<file path="src/sv/urbs_pkg.sv">
// Shared types and constants for the UART receive bit sampler.
package urbs_pkg;

    // Receiver phase codes.
    localparam logic [1:0] PH_IDLE = 2'd0;
    localparam logic [1:0] PH_DATA = 2'd1;
    localparam logic [1:0] PH_STOP = 2'd2;

    // Field widths and fixed limits.
    localparam int unsigned BYTE_W  = 8;
    localparam int unsigned LIMIT_W = 3;

    localparam logic [BYTE_W-1:0]  IDLE_MAX    = 8'hFF;
    localparam logic [LIMIT_W-1:0] STOP_MAX    = 3'd7;
    localparam logic [LIMIT_W-1:0] LIMIT_RESET = 3'd3;

    typedef logic [1:0] t_phase;

    // One result beat.
    typedef struct packed {
        logic              byte_valid;
        logic [BYTE_W-1:0] rx_byte;
        logic              frame_error;
        logic              idle_pulse;
        logic [BYTE_W-1:0] idle_count;
        logic              edge_rearm;
    } t_result;

endpackage

</file>
<file path="src/sv/urbs_step.sv">
// Next-state and result logic for one sample beat of the receiver.
module urbs_step #(
    parameter int unsigned DATA_BITS = 8,
    parameter int unsigned CNT_W     = 4
) (
    input  logic                          i_operation,
    input  logic                          i_line_level,
    input  logic [urbs_pkg::LIMIT_W-1:0]  i_limit,
    input  urbs_pkg::t_phase              i_phase,
    input  logic [CNT_W-1:0]              i_bits,
    input  logic [urbs_pkg::BYTE_W-1:0]   i_shift,
    input  logic [urbs_pkg::LIMIT_W-1:0]  i_stop,
    input  logic [urbs_pkg::BYTE_W-1:0]   i_idle,
    output urbs_pkg::t_phase              o_phase,
    output logic [CNT_W-1:0]              o_bits,
    output logic [urbs_pkg::BYTE_W-1:0]   o_shift,
    output logic [urbs_pkg::LIMIT_W-1:0]  o_stop,
    output logic [urbs_pkg::BYTE_W-1:0]   o_idle,
    output urbs_pkg::t_result             o_result
);
    import urbs_pkg::*;

    logic [CNT_W-1:0]   bits_inc;
    logic [LIMIT_W-1:0] stop_inc;

    assign bits_inc = i_bits + 1'b1;
    assign stop_inc = (i_stop < STOP_MAX) ? i_stop + 1'b1 : i_stop;

    // Phase update and flags for the current beat.
    always_comb begin
        o_phase  = i_phase;
        o_bits   = i_bits;
        o_shift  = i_shift;
        o_stop   = i_stop;
        o_idle   = i_idle;
        o_result = '0;

        if (i_operation) begin
            // A start edge restarts reception in any phase.
            o_phase = PH_DATA;
            o_bits  = '0;
            o_shift = '0;
            o_stop  = '0;
            o_idle  = '0;
        end else begin
            case (i_phase)
                PH_IDLE: begin
                    if (!i_line_level) begin
                        o_phase = PH_DATA;
                        o_bits  = '0;
                        o_shift = '0;
                        o_stop  = '0;
                        o_idle  = '0;
                    end else begin
                        if (i_idle < IDLE_MAX) begin
                            o_idle = i_idle + 1'b1;
                        end
                        o_result.idle_pulse = 1'b1;
                    end
                end
                PH_DATA: begin
                    // Bits past the byte width are counted but not kept.
                    if (int'(i_bits) < int'(BYTE_W)) begin
                        o_shift[i_bits[2:0]] = i_line_level;
                    end
                    o_bits = bits_inc;
                    if (bits_inc >= CNT_W'(DATA_BITS)) begin
                        o_result.edge_rearm = 1'b1;
                        o_phase             = PH_STOP;
                        o_stop              = '0;
                    end
                end
                PH_STOP: begin
                    o_stop = stop_inc;
                    if (i_line_level) begin
                        o_result.byte_valid = 1'b1;
                        o_result.rx_byte    = i_shift;
                        o_phase             = PH_IDLE;
                        o_bits              = '0;
                        o_idle              = '0;
                    end else if (stop_inc >= i_limit) begin
                        o_result.frame_error = 1'b1;
                        o_phase              = PH_IDLE;
                        o_bits               = '0;
                        o_idle               = '0;
                    end
                end
                default: begin
                    o_phase = PH_IDLE;
                end
            endcase
        end

        o_result.idle_count = o_idle;
    end

endmodule

</file>
<file path="src/sv/uart_rx_bit_sampler.sv">
// Top level of the UART receive bit sampler.
// Each input beat is one bit-period sample of the receive line or a start-edge
// event, and produces exactly one result beat, valid the cycle after acceptance.
// A beat can be accepted on every clock: the next receiver state is combinational
// and the result is held in an output register, so the input stays ready
// while a result waits unless that register is full and not being drained.
// The stop-wait limit may only be written while no beat is in flight.
module uart_rx_bit_sampler #(
    parameter int unsigned DATA_BITS = 8
) (
    input  logic                          i_clk,
    input  logic                          i_rst_n,
    // Sample beat input
    input  logic                          i_valid,
    output logic                          o_ready,
    input  logic                          i_operation,
    input  logic                          i_line_level,
    // Configuration write
    input  logic                          i_cfg_wr_en,
    input  logic [urbs_pkg::LIMIT_W-1:0]  i_cfg_wr_data,
    // Result beat output
    output logic                          o_valid,
    input  logic                          i_ready,
    output logic                          o_byte_valid,
    output logic [urbs_pkg::BYTE_W-1:0]   o_rx_byte,
    output logic                          o_frame_error,
    output logic                          o_idle_pulse,
    output logic [urbs_pkg::BYTE_W-1:0]   o_idle_count,
    output logic                          o_edge_rearm
);
    import urbs_pkg::*;

    localparam int unsigned CNT_W = $clog2(DATA_BITS + 1);

    t_phase             r_phase, n_phase;
    logic [CNT_W-1:0]   r_bits, n_bits;
    logic [BYTE_W-1:0]  r_shift, n_shift;
    logic [LIMIT_W-1:0] r_stop, n_stop;
    logic [BYTE_W-1:0]  r_idle, n_idle;
    logic [LIMIT_W-1:0] r_limit;
    t_result            r_out, n_out;
    logic               r_out_valid;
    logic               accept;

    // The output register can take a new beat when empty or being drained.
    assign o_ready = !r_out_valid || i_ready;
    assign accept  = i_valid && o_ready;

    urbs_step #(
        .DATA_BITS (DATA_BITS),
        .CNT_W     (CNT_W)
    ) u_step (
        .i_operation  (i_operation),
        .i_line_level (i_line_level),
        .i_limit      (r_limit),
        .i_phase      (r_phase),
        .i_bits       (r_bits),
        .i_shift      (r_shift),
        .i_stop       (r_stop),
        .i_idle       (r_idle),
        .o_phase      (n_phase),
        .o_bits       (n_bits),
        .o_shift      (n_shift),
        .o_stop       (n_stop),
        .o_idle       (n_idle),
        .o_result     (n_out)
    );

    // Receiver state and configuration.
    always_ff @(posedge i_clk) begin
        if (!i_rst_n) begin
            r_phase <= PH_IDLE;
            r_bits  <= '0;
            r_shift <= '0;
            r_stop  <= '0;
            r_idle  <= '0;
            r_limit <= LIMIT_RESET;
        end else begin
            if (accept) begin
                r_phase <= n_phase;
                r_bits  <= n_bits;
                r_shift <= n_shift;
                r_stop  <= n_stop;
                r_idle  <= n_idle;
            end
            if (i_cfg_wr_en) begin
                r_limit <= i_cfg_wr_data;
            end
        end
    end

    // Result register valid flag.
    always_ff @(posedge i_clk) begin
        if (!i_rst_n) begin
            r_out_valid <= 1'b0;
        end else if (o_ready) begin
            r_out_valid <= i_valid;
        end
    end

    // Result register payload.
    always_ff @(posedge i_clk) begin
        if (accept) begin
            r_out <= n_out;
        end
    end

    assign o_valid       = r_out_valid;
    assign o_byte_valid  = r_out.byte_valid;
    assign o_rx_byte     = r_out.rx_byte;
    assign o_frame_error = r_out.frame_error;
    assign o_idle_pulse  = r_out.idle_pulse;
    assign o_idle_count  = r_out.idle_count;
    assign o_edge_rearm  = r_out.edge_rearm;

endmodule
</file>
<file path="config.mk">
export PLATFORM = sky130hd
export DESIGN_NAME = uart_rx_bit_sampler
export DESIGN_NICKNAME = d
export VERILOG_FILES = /design/src/sv/urbs_pkg.sv /design/src/sv/urbs_step.sv /design/src/sv/uart_rx_bit_sampler.sv
export SDC_FILE = /design/constraint.sdc
export NUM_CORES = 1
export LEC_CHECK = 0
export BUFFER_PORTS_ARGS = -buffer_cell sky130_fd_sc_hd__buf_2
export CAP_MARGIN = 30
export CORE_ASPECT_RATIO = 1.2
export CORE_UTILIZATION = 56
export CTS_BUF_LIST = sky130_fd_sc_hd__clkbuf_8
export CTS_CLUSTER_DIAMETER = 50
export DETAILED_ROUTE_END_ITERATION = 12
export PLACE_DENSITY = 0.89
export SETUP_SLACK_MARGIN = 0.15
export SYNTH_ARGS = -nofsm -noshare
export SYNTH_HDL_FRONTEND = slang
export SYNTH_SLANG_ARGS = --single-unit
</file>
<file path="constraint.sdc">
create_clock -name i_clk -period 2.6 [get_ports i_clk]
set_clock_uncertainty 0.05 [all_clocks]
set_input_delay 0 -clock i_clk [delete_from_list [all_inputs] [get_ports i_clk]]
set_output_delay 0 -clock i_clk [all_outputs]
set_load 0.03 [all_outputs]
</file>
# --- Yosys cells after proc, flatten, opt, wreduce, memory -nomap -nowiden ---
# Cells that the tools add are included.
# Widths: inputs -> output; s select.
op_classes:
  n_addsub: 3
  magnitude_cmp: 7
  n_eq_ne: 6
  mux: 33
  n_bitwise: 4
  n_reduce_logical: 16
ops:
  columns: ["op", "count"]
  rows:
  - ["$mux 8", 8]
  - ["$pmux 8 s2", 2]
  - ["$mux 4", 4]
  - ["$reduce_and 4->1", 4]
  - ["$mux 3", 4]
  - ["$pmux 4 s3", 1]
  - ["$mux 2", 5]
  - ["$mux 9", 1]
  - ["$pmux 3 s3", 1]
  - ["$add 8x1->8 const B", 1]
  - ["$bwmux 8", 1]
  - ["$lt 8x8->1 const B", 1]
  - ["$ne 3x2->1 const B", 2]
  - ["$pmux 2 s3", 1]
  - ["$reduce_or 2->1", 3]
  - ["$reduce_or 3->1", 2]
  - ["$add 4x1->4 const B", 1]
  - ["$ge 4x4->1 const B", 1]
  - ["$lt 3x4->1 const B", 1]
  - ["$lt 4x4->1 const B", 1]
  - ["$mux 1", 4]
  - ["$ne 4x3->1 const B", 1]
  - ["$not 1->1", 4]
  - ["$reduce_bool 4->1", 1]
  - ["other kinds (13)", 14]
word_totals:
  register_bits: 49
  in_bits: 10
  out_inout_bits: 22
  word_cells: 82

# --- Depth between registers and ports, before layout ---
logic_depth:
  word_depth: 8
  ltp_mapped: 10
  mapped_depth_nobuf: 10

# --- Modules after synthesis ---
# A second synthesis with hierarchy kept.
unflattened:
  hier_cells: 310
  area_unflattened_um2: 2855.2
by_module_without_submodules:
  columns: ["module", "instances", "cells_per_inst", "area_per_inst_um2", "seq_area_each_um2"]
  rows:
  - ["uart_rx_bit_sampler", 1, 143, 1781.7, 1181.1]
  - ["urbs_step", 1, 167, 1073.5, 0.0]

# --- Worst setup path before layout ---
# Ideal clock, no wire load.
synth_timing:
  path_type: "register -> register"
  start: "register r_out_valid (netlist: o_valid)"
  end: "register r_shift[0]"
  setup_ns: 0.117
  t_arrival_ns: 2.142
  required_ns: 2.433
  path_slack_ns: 0.291
  stages_incl_launch_ff: 8
  n_path_buf: 1
  synth_period_minus_slack_ns: 2.309
  path_cell_list: "dfxtp_1 > nand2b_1 > nand2_1 > inv_1 > o21a_1 > and3_1 > buf_2 > a32o_1"
synth_between:
  elab_chain_cells: 4
synth_rtl:
  columns: ["element", "line_no", "rtl"]
  rows:
  - ["start, declared", "uart_rx_bit_sampler.sv:42", "logic r_out_valid;"]
  - ["start signal, assigned", "uart_rx_bit_sampler.sv:97", "r_out_valid <= i_valid;"]
  - ["$logic_not 1->1", "uart_rx_bit_sampler.sv:46", "assign o_ready = !r_out_valid || i_ready;"]
  - ["$logic_or 1x1->1", "uart_rx_bit_sampler.sv:46", null]
  - ["via o_ready", "uart_rx_bit_sampler.sv:15", "output logic o_ready,"]
  - ["$logic_and 1x1->1", "uart_rx_bit_sampler.sv:47", "assign accept = i_valid && o_ready;"]
  - ["via accept", "uart_rx_bit_sampler.sv:43", "logic accept;"]
  - ["$reduce_and 4->1 (no source line)", null, null]
  - ["end signal, assigned", "uart_rx_bit_sampler.sv:82", "r_shift <= n_shift;"]
  - ["end, declared", "uart_rx_bit_sampler.sv:37", "logic [BYTE_W-1:0] r_shift, n_shift;"]
# The timed path passes the listed nets, and every way through them passes these cells.
# A chain may end at the register's enable or synchronous reset.

# --- Worst setup path after layout ---
layout_timing:
  start: "register r_stop[1]"
  end: "register r_out, in the netlist o_idle_count[4] (data pin)"
layout_between:
  elab_chain_cells: 7
  elab_cells_between_ends: 8
  cone_classes: "1 x add/sub; 2 x order compare; 5 x mux"
layout_rtl:
  columns: ["element", "line_no", "rtl"]
  rows:
  - ["start, declared", "uart_rx_bit_sampler.sv:38", "logic [LIMIT_W-1:0] r_stop, n_stop;"]
  - ["start signal, assigned", "uart_rx_bit_sampler.sv:83", "r_stop <= n_stop;"]
  - ["$add 3x1->3 or $lt 3x3->1 (tied branches)", "urbs_step.sv:27", "assign stop_inc = (i_stop < STOP_MAX) ? i_stop + 1'b1 : i_stop;"]
  - ["$mux 3 (*)", "urbs_step.sv:27", null]
  - ["$ge 3x3->1 (*)", "urbs_step.sv:81", "end else if (stop_inc >= i_limit) begin"]
  - ["$mux 8 (*)", "urbs_step.sv:81", null]
  - ["$mux 8 (*)", "urbs_step.sv:75", "if (i_line_level) begin"]
  - ["$pmux 8 s2 (*)", "urbs_step.sv:46", "case (i_phase)"]
  - ["$mux 8 (*)", "urbs_step.sv:38", "if (i_operation) begin"]
  - ["via n_idle[4]", "uart_rx_bit_sampler.sv:39", "logic [BYTE_W-1:0] r_idle, n_idle;"]
  - ["end signal, assigned", "uart_rx_bit_sampler.sv:104", "r_out <= n_out;"]
  - ["end, declared", "uart_rx_bit_sampler.sv:41", "t_result r_out, n_out;"]
# Mark *: on every way through the listed nets, which the timed path passes. The rest lies on a longest branch.

==> qor.csv <==
metric;value;unit
largest net degree at the start of global routing;26;
class of the worst hold path;in -> reg;
worst endpoint data arrival time;2.34;ns
antenna violations before repair;0;
startpoint types;flop;
Clock power frac;31.8;%
Clock Latency Late Sink;0.31;ns
Sw Pwr;0.0004199;W
detailed placement HPWL;3.623;mm
Via density;6.128;
DRT Pass-1 Iters;5;
Via Count;2200;
met3 Track Usage GR;4.790;%
Avg Inst Size Synth;9.359;um2
clock tree buffer depth;2;
die height;75.99;um
leakage;1.106;nW
R2R depth;10;
leading post-synthesis cells by cell area;edfxtp_1, dfxtp_1, o21ai_0;
NumNets Final;318;
final wirelength;5.399;mm
ys async rst share;0;%
Hold Slack;0.004018;ns
post-synthesis sequential area ratio;46.23;%
CTS tree;built;
Max Clk Rate;0.4272;GHz
post-synthesis cell count;273;
Pint;0.001077;W
worst setup path class;reg -> reg;
IO Port Bufs;31;
# IOs;32;
Peak VDD IR;0.3032;mV
combinational share of power;12.6;%
final worst-path cycle share;90.03;%
Tmin final;2.341;ns
RSZ-0062 raised after global routing;yes;
global-route wire length before repair;9.108;mm
Slew @ Worst Pin;0.4926;ns
Syn Nets;289;
commonest non-fill, non-tap cell in the layout;buf_2;
vias in the first global route;1935;
area grow syn2layout;13.47;%
switching share of power;28.05;%
CTS sink cnt;49;
synth unique cells;55;
cts bufs inserted;5;
Mapped Area;2555;um2
Yosys reg bits;49;
worst r2r dst;o_idle_count[4];
Worst R2R Setup Slack;0.26;ns
EDFF count, synth;20;
Worst EP required;2.60;ns
layout cells sized above 1;17.49;%
Total GRT Usage;23.61;%
hold wc startpoint;i_cfg_wr_en;
Die X;63.66;um
die footprint;4838;um2
Core Rows;26;
global-route met2 utilization;38.94;%
drc violations;0;
number of H-tree levels;2;
GRT overflow;0;
Setup TNS Final;0;ns
Worst setup EP type;flop;
Top FF cell, synth;dfxtp_1;
Yosys top cell area share;23.51;%
Rel. slew slack;67.11;%
Yosys top cell by area;edfxtp_1;
commonest cells after routing, fill and taps aside;buf_2, dfxtp_1, nand2_1, nor2_1, edfxtp_1;
Pwr per Cell Area;516.4;nW/um2
Final Hold Vio Count;0;
Flop pwr share;55.6;%
reg-to-reg startpoint;r_stop[1];
worst hold endpoint;r_limit[2];
Yosys Warn Count;0;
Root Buffer;clkbuf_8;
Wirelength per Cell;15.04;um
Final ANT Viol Nets;0;
Reg clk slew, reported paths;0.10;ns
worst hold stages;3;
status;completed;
DR iter-0 viols;198;
initial core utilization;59.05;%
CORE AREA;4327;um2
Max-Cap Viols;0;
Max Slew Vio Count;0;
grt met1 use;30.62;%
final setup vio count;0;
number of antenna repair diodes;0;
RD Place Congestion;0.9349;
largest fanout on the critical path;8;
GRT busiest layer;met2;
-- sequential cells by signal, summed over array words and instances, names as in the netlist --
| register | flops |
|---|---|
| r_bits | 4 |
| o_idle_count | 8 |
| r_limit | 3 |
| o_idle_pulse | 1 |
| r_stop | 3 |
| o_edge_rearm | 1 |
| o_valid | 1 |
| r_shift | 8 |
| r_idle | 8 |
| o_frame_error | 1 |
| r_phase | 2 |
| o_rx_byte | 8 |
| o_byte_valid | 1 |
-- power groups by stage --
stage                     clock network [W]  registers, W  logic (W)
after global placement                    0      0.000850   0.000169
after floorplan                           0      0.000880  0.0000952
after CTS                          0.000476      0.000832   0.000183
after global routing               0.000515      0.000835   0.000202
after detailed placement                  0      0.000850   0.000173
final                              0.000476      0.000833   0.000188
-- cell usage after synthesis (2+ instances only) --
cell type,number
nand2_1,24
o21ai_0,20
buf_2,6
nor2_1,22
o2bb2ai_1,2
a21oi_1,10
nand3_1,9
o21a_1,2
nor3b_1,4
and3_1,3
xnor2_1,2
dfxtp_1,29
nor4b_1,3
o211ai_1,2
a211oi_1,4
nand4_1,3
mux2i_1,4
a21boi_0,4
edfxtp_1,20
clkbuf_1,11
and3b_1,2
a32o_1,7
nand3b_1,2
a31oi_1,7
a41o_1,2
nand2b_1,7
o31ai_1,2
and2_1,11
nor3_1,8
inv_1,6
nor2b_1,6
ha_1,6
-- cells by family (layout without fill, tap and decap cells) --
family          after synthesis  in the layout  synth area share (%)
compound gates               73             73                 20.27
xor+xnor                      2              2                0.6857
fa+ha+maj                     6              6                 2.938
buf+inv                      26             56                 4.408
flops                        49             49                 46.23
mux                           4              4                 1.567
simple gates                113            113                 23.90
-- per-layer routing --
| metal | share of wire (%) | wire, um | up-vias |
|---|---|---|---|
| li1 | - | - | 1069 |
| met1 | 42 | 2250 | 1025 |
| met2 | 50 | 2693 | 93 |
| met3 | 6.6 | 357 | 13 |
| met4 | 1.8 | 99 | 0 |
| met5 | 0 | 0 | - |
-- per-stage QoR --
step	area (um2)	setup WS (ns)	utilization [%]	power, W	cells
floorplan	2555	0.2911	-	0.0009751	273
global placement	2719	0.3045	62.84	0.001019	344
detailed placement	2719	0.2063	62.84	0.001023	344
CTS	2884	0.1696	66.66	0.001492	359
global route	2899	0.1337	67.00	0.001552	359
finish	2899	0.2592	67.00	0.001497	359
-- layout make-up --
cell class / count / area [um2]
clock buffer: 5 / 68.82
fill: 343 / 1428
inverter: 7 / 28.78
tap: 56 / 70.07
multi-input combinational: 198 / 1274
clock inverter: 3 / 26.28
timing repair buffer: 41 / 247.7
sequential: 49 / 1184
-- worst max path at each step --
| stage | startpoint | slack [ns] | end |
|---|---|---|---|
| 6_report | r_stop[1] | 0.26 | o_idle_count[4] |
| 5_1_grt | r_stop[0] | 0.13 | o_idle_count[4] |
| 4_1_cts | r_stop[1] | 0.17 | o_idle_count[0] |
| 3_5_place_dp | r_stop[1] | 0.21 | o_idle_count[0] |
| 3_3_place_gp | r_stop[0] | 0.30 | o_idle_count[7] |
| 2_1_floorplan | o_valid | 0.29 | r_shift[0] |
-- critical path, cell delays in order (launching register included) --
cell and delay [ns]:
dfxtp_2 0.38, ha_1 0.18, nand2_1 0.06, a21oi_1 0.12
nor2_1 0.08, ha_1 0.33, a21o_1 0.16, a311o_1 0.25
nand2_4 0.12, o31ai_1 0.27, a21oi_1 0.10
-- timing repair --
| item | CTS | global route |
|---|---|---|
| buffers inserted | 0 | 0 |
| hold buffers | 7 | 0 |
| endpoints found under the hold margin | 4 | 0 |
| endpoints found under the setup margin | 0 | 16 |
| gates resized for setup | 0 | 5 |
Note: power is estimated with default switching activity, not from simulation.
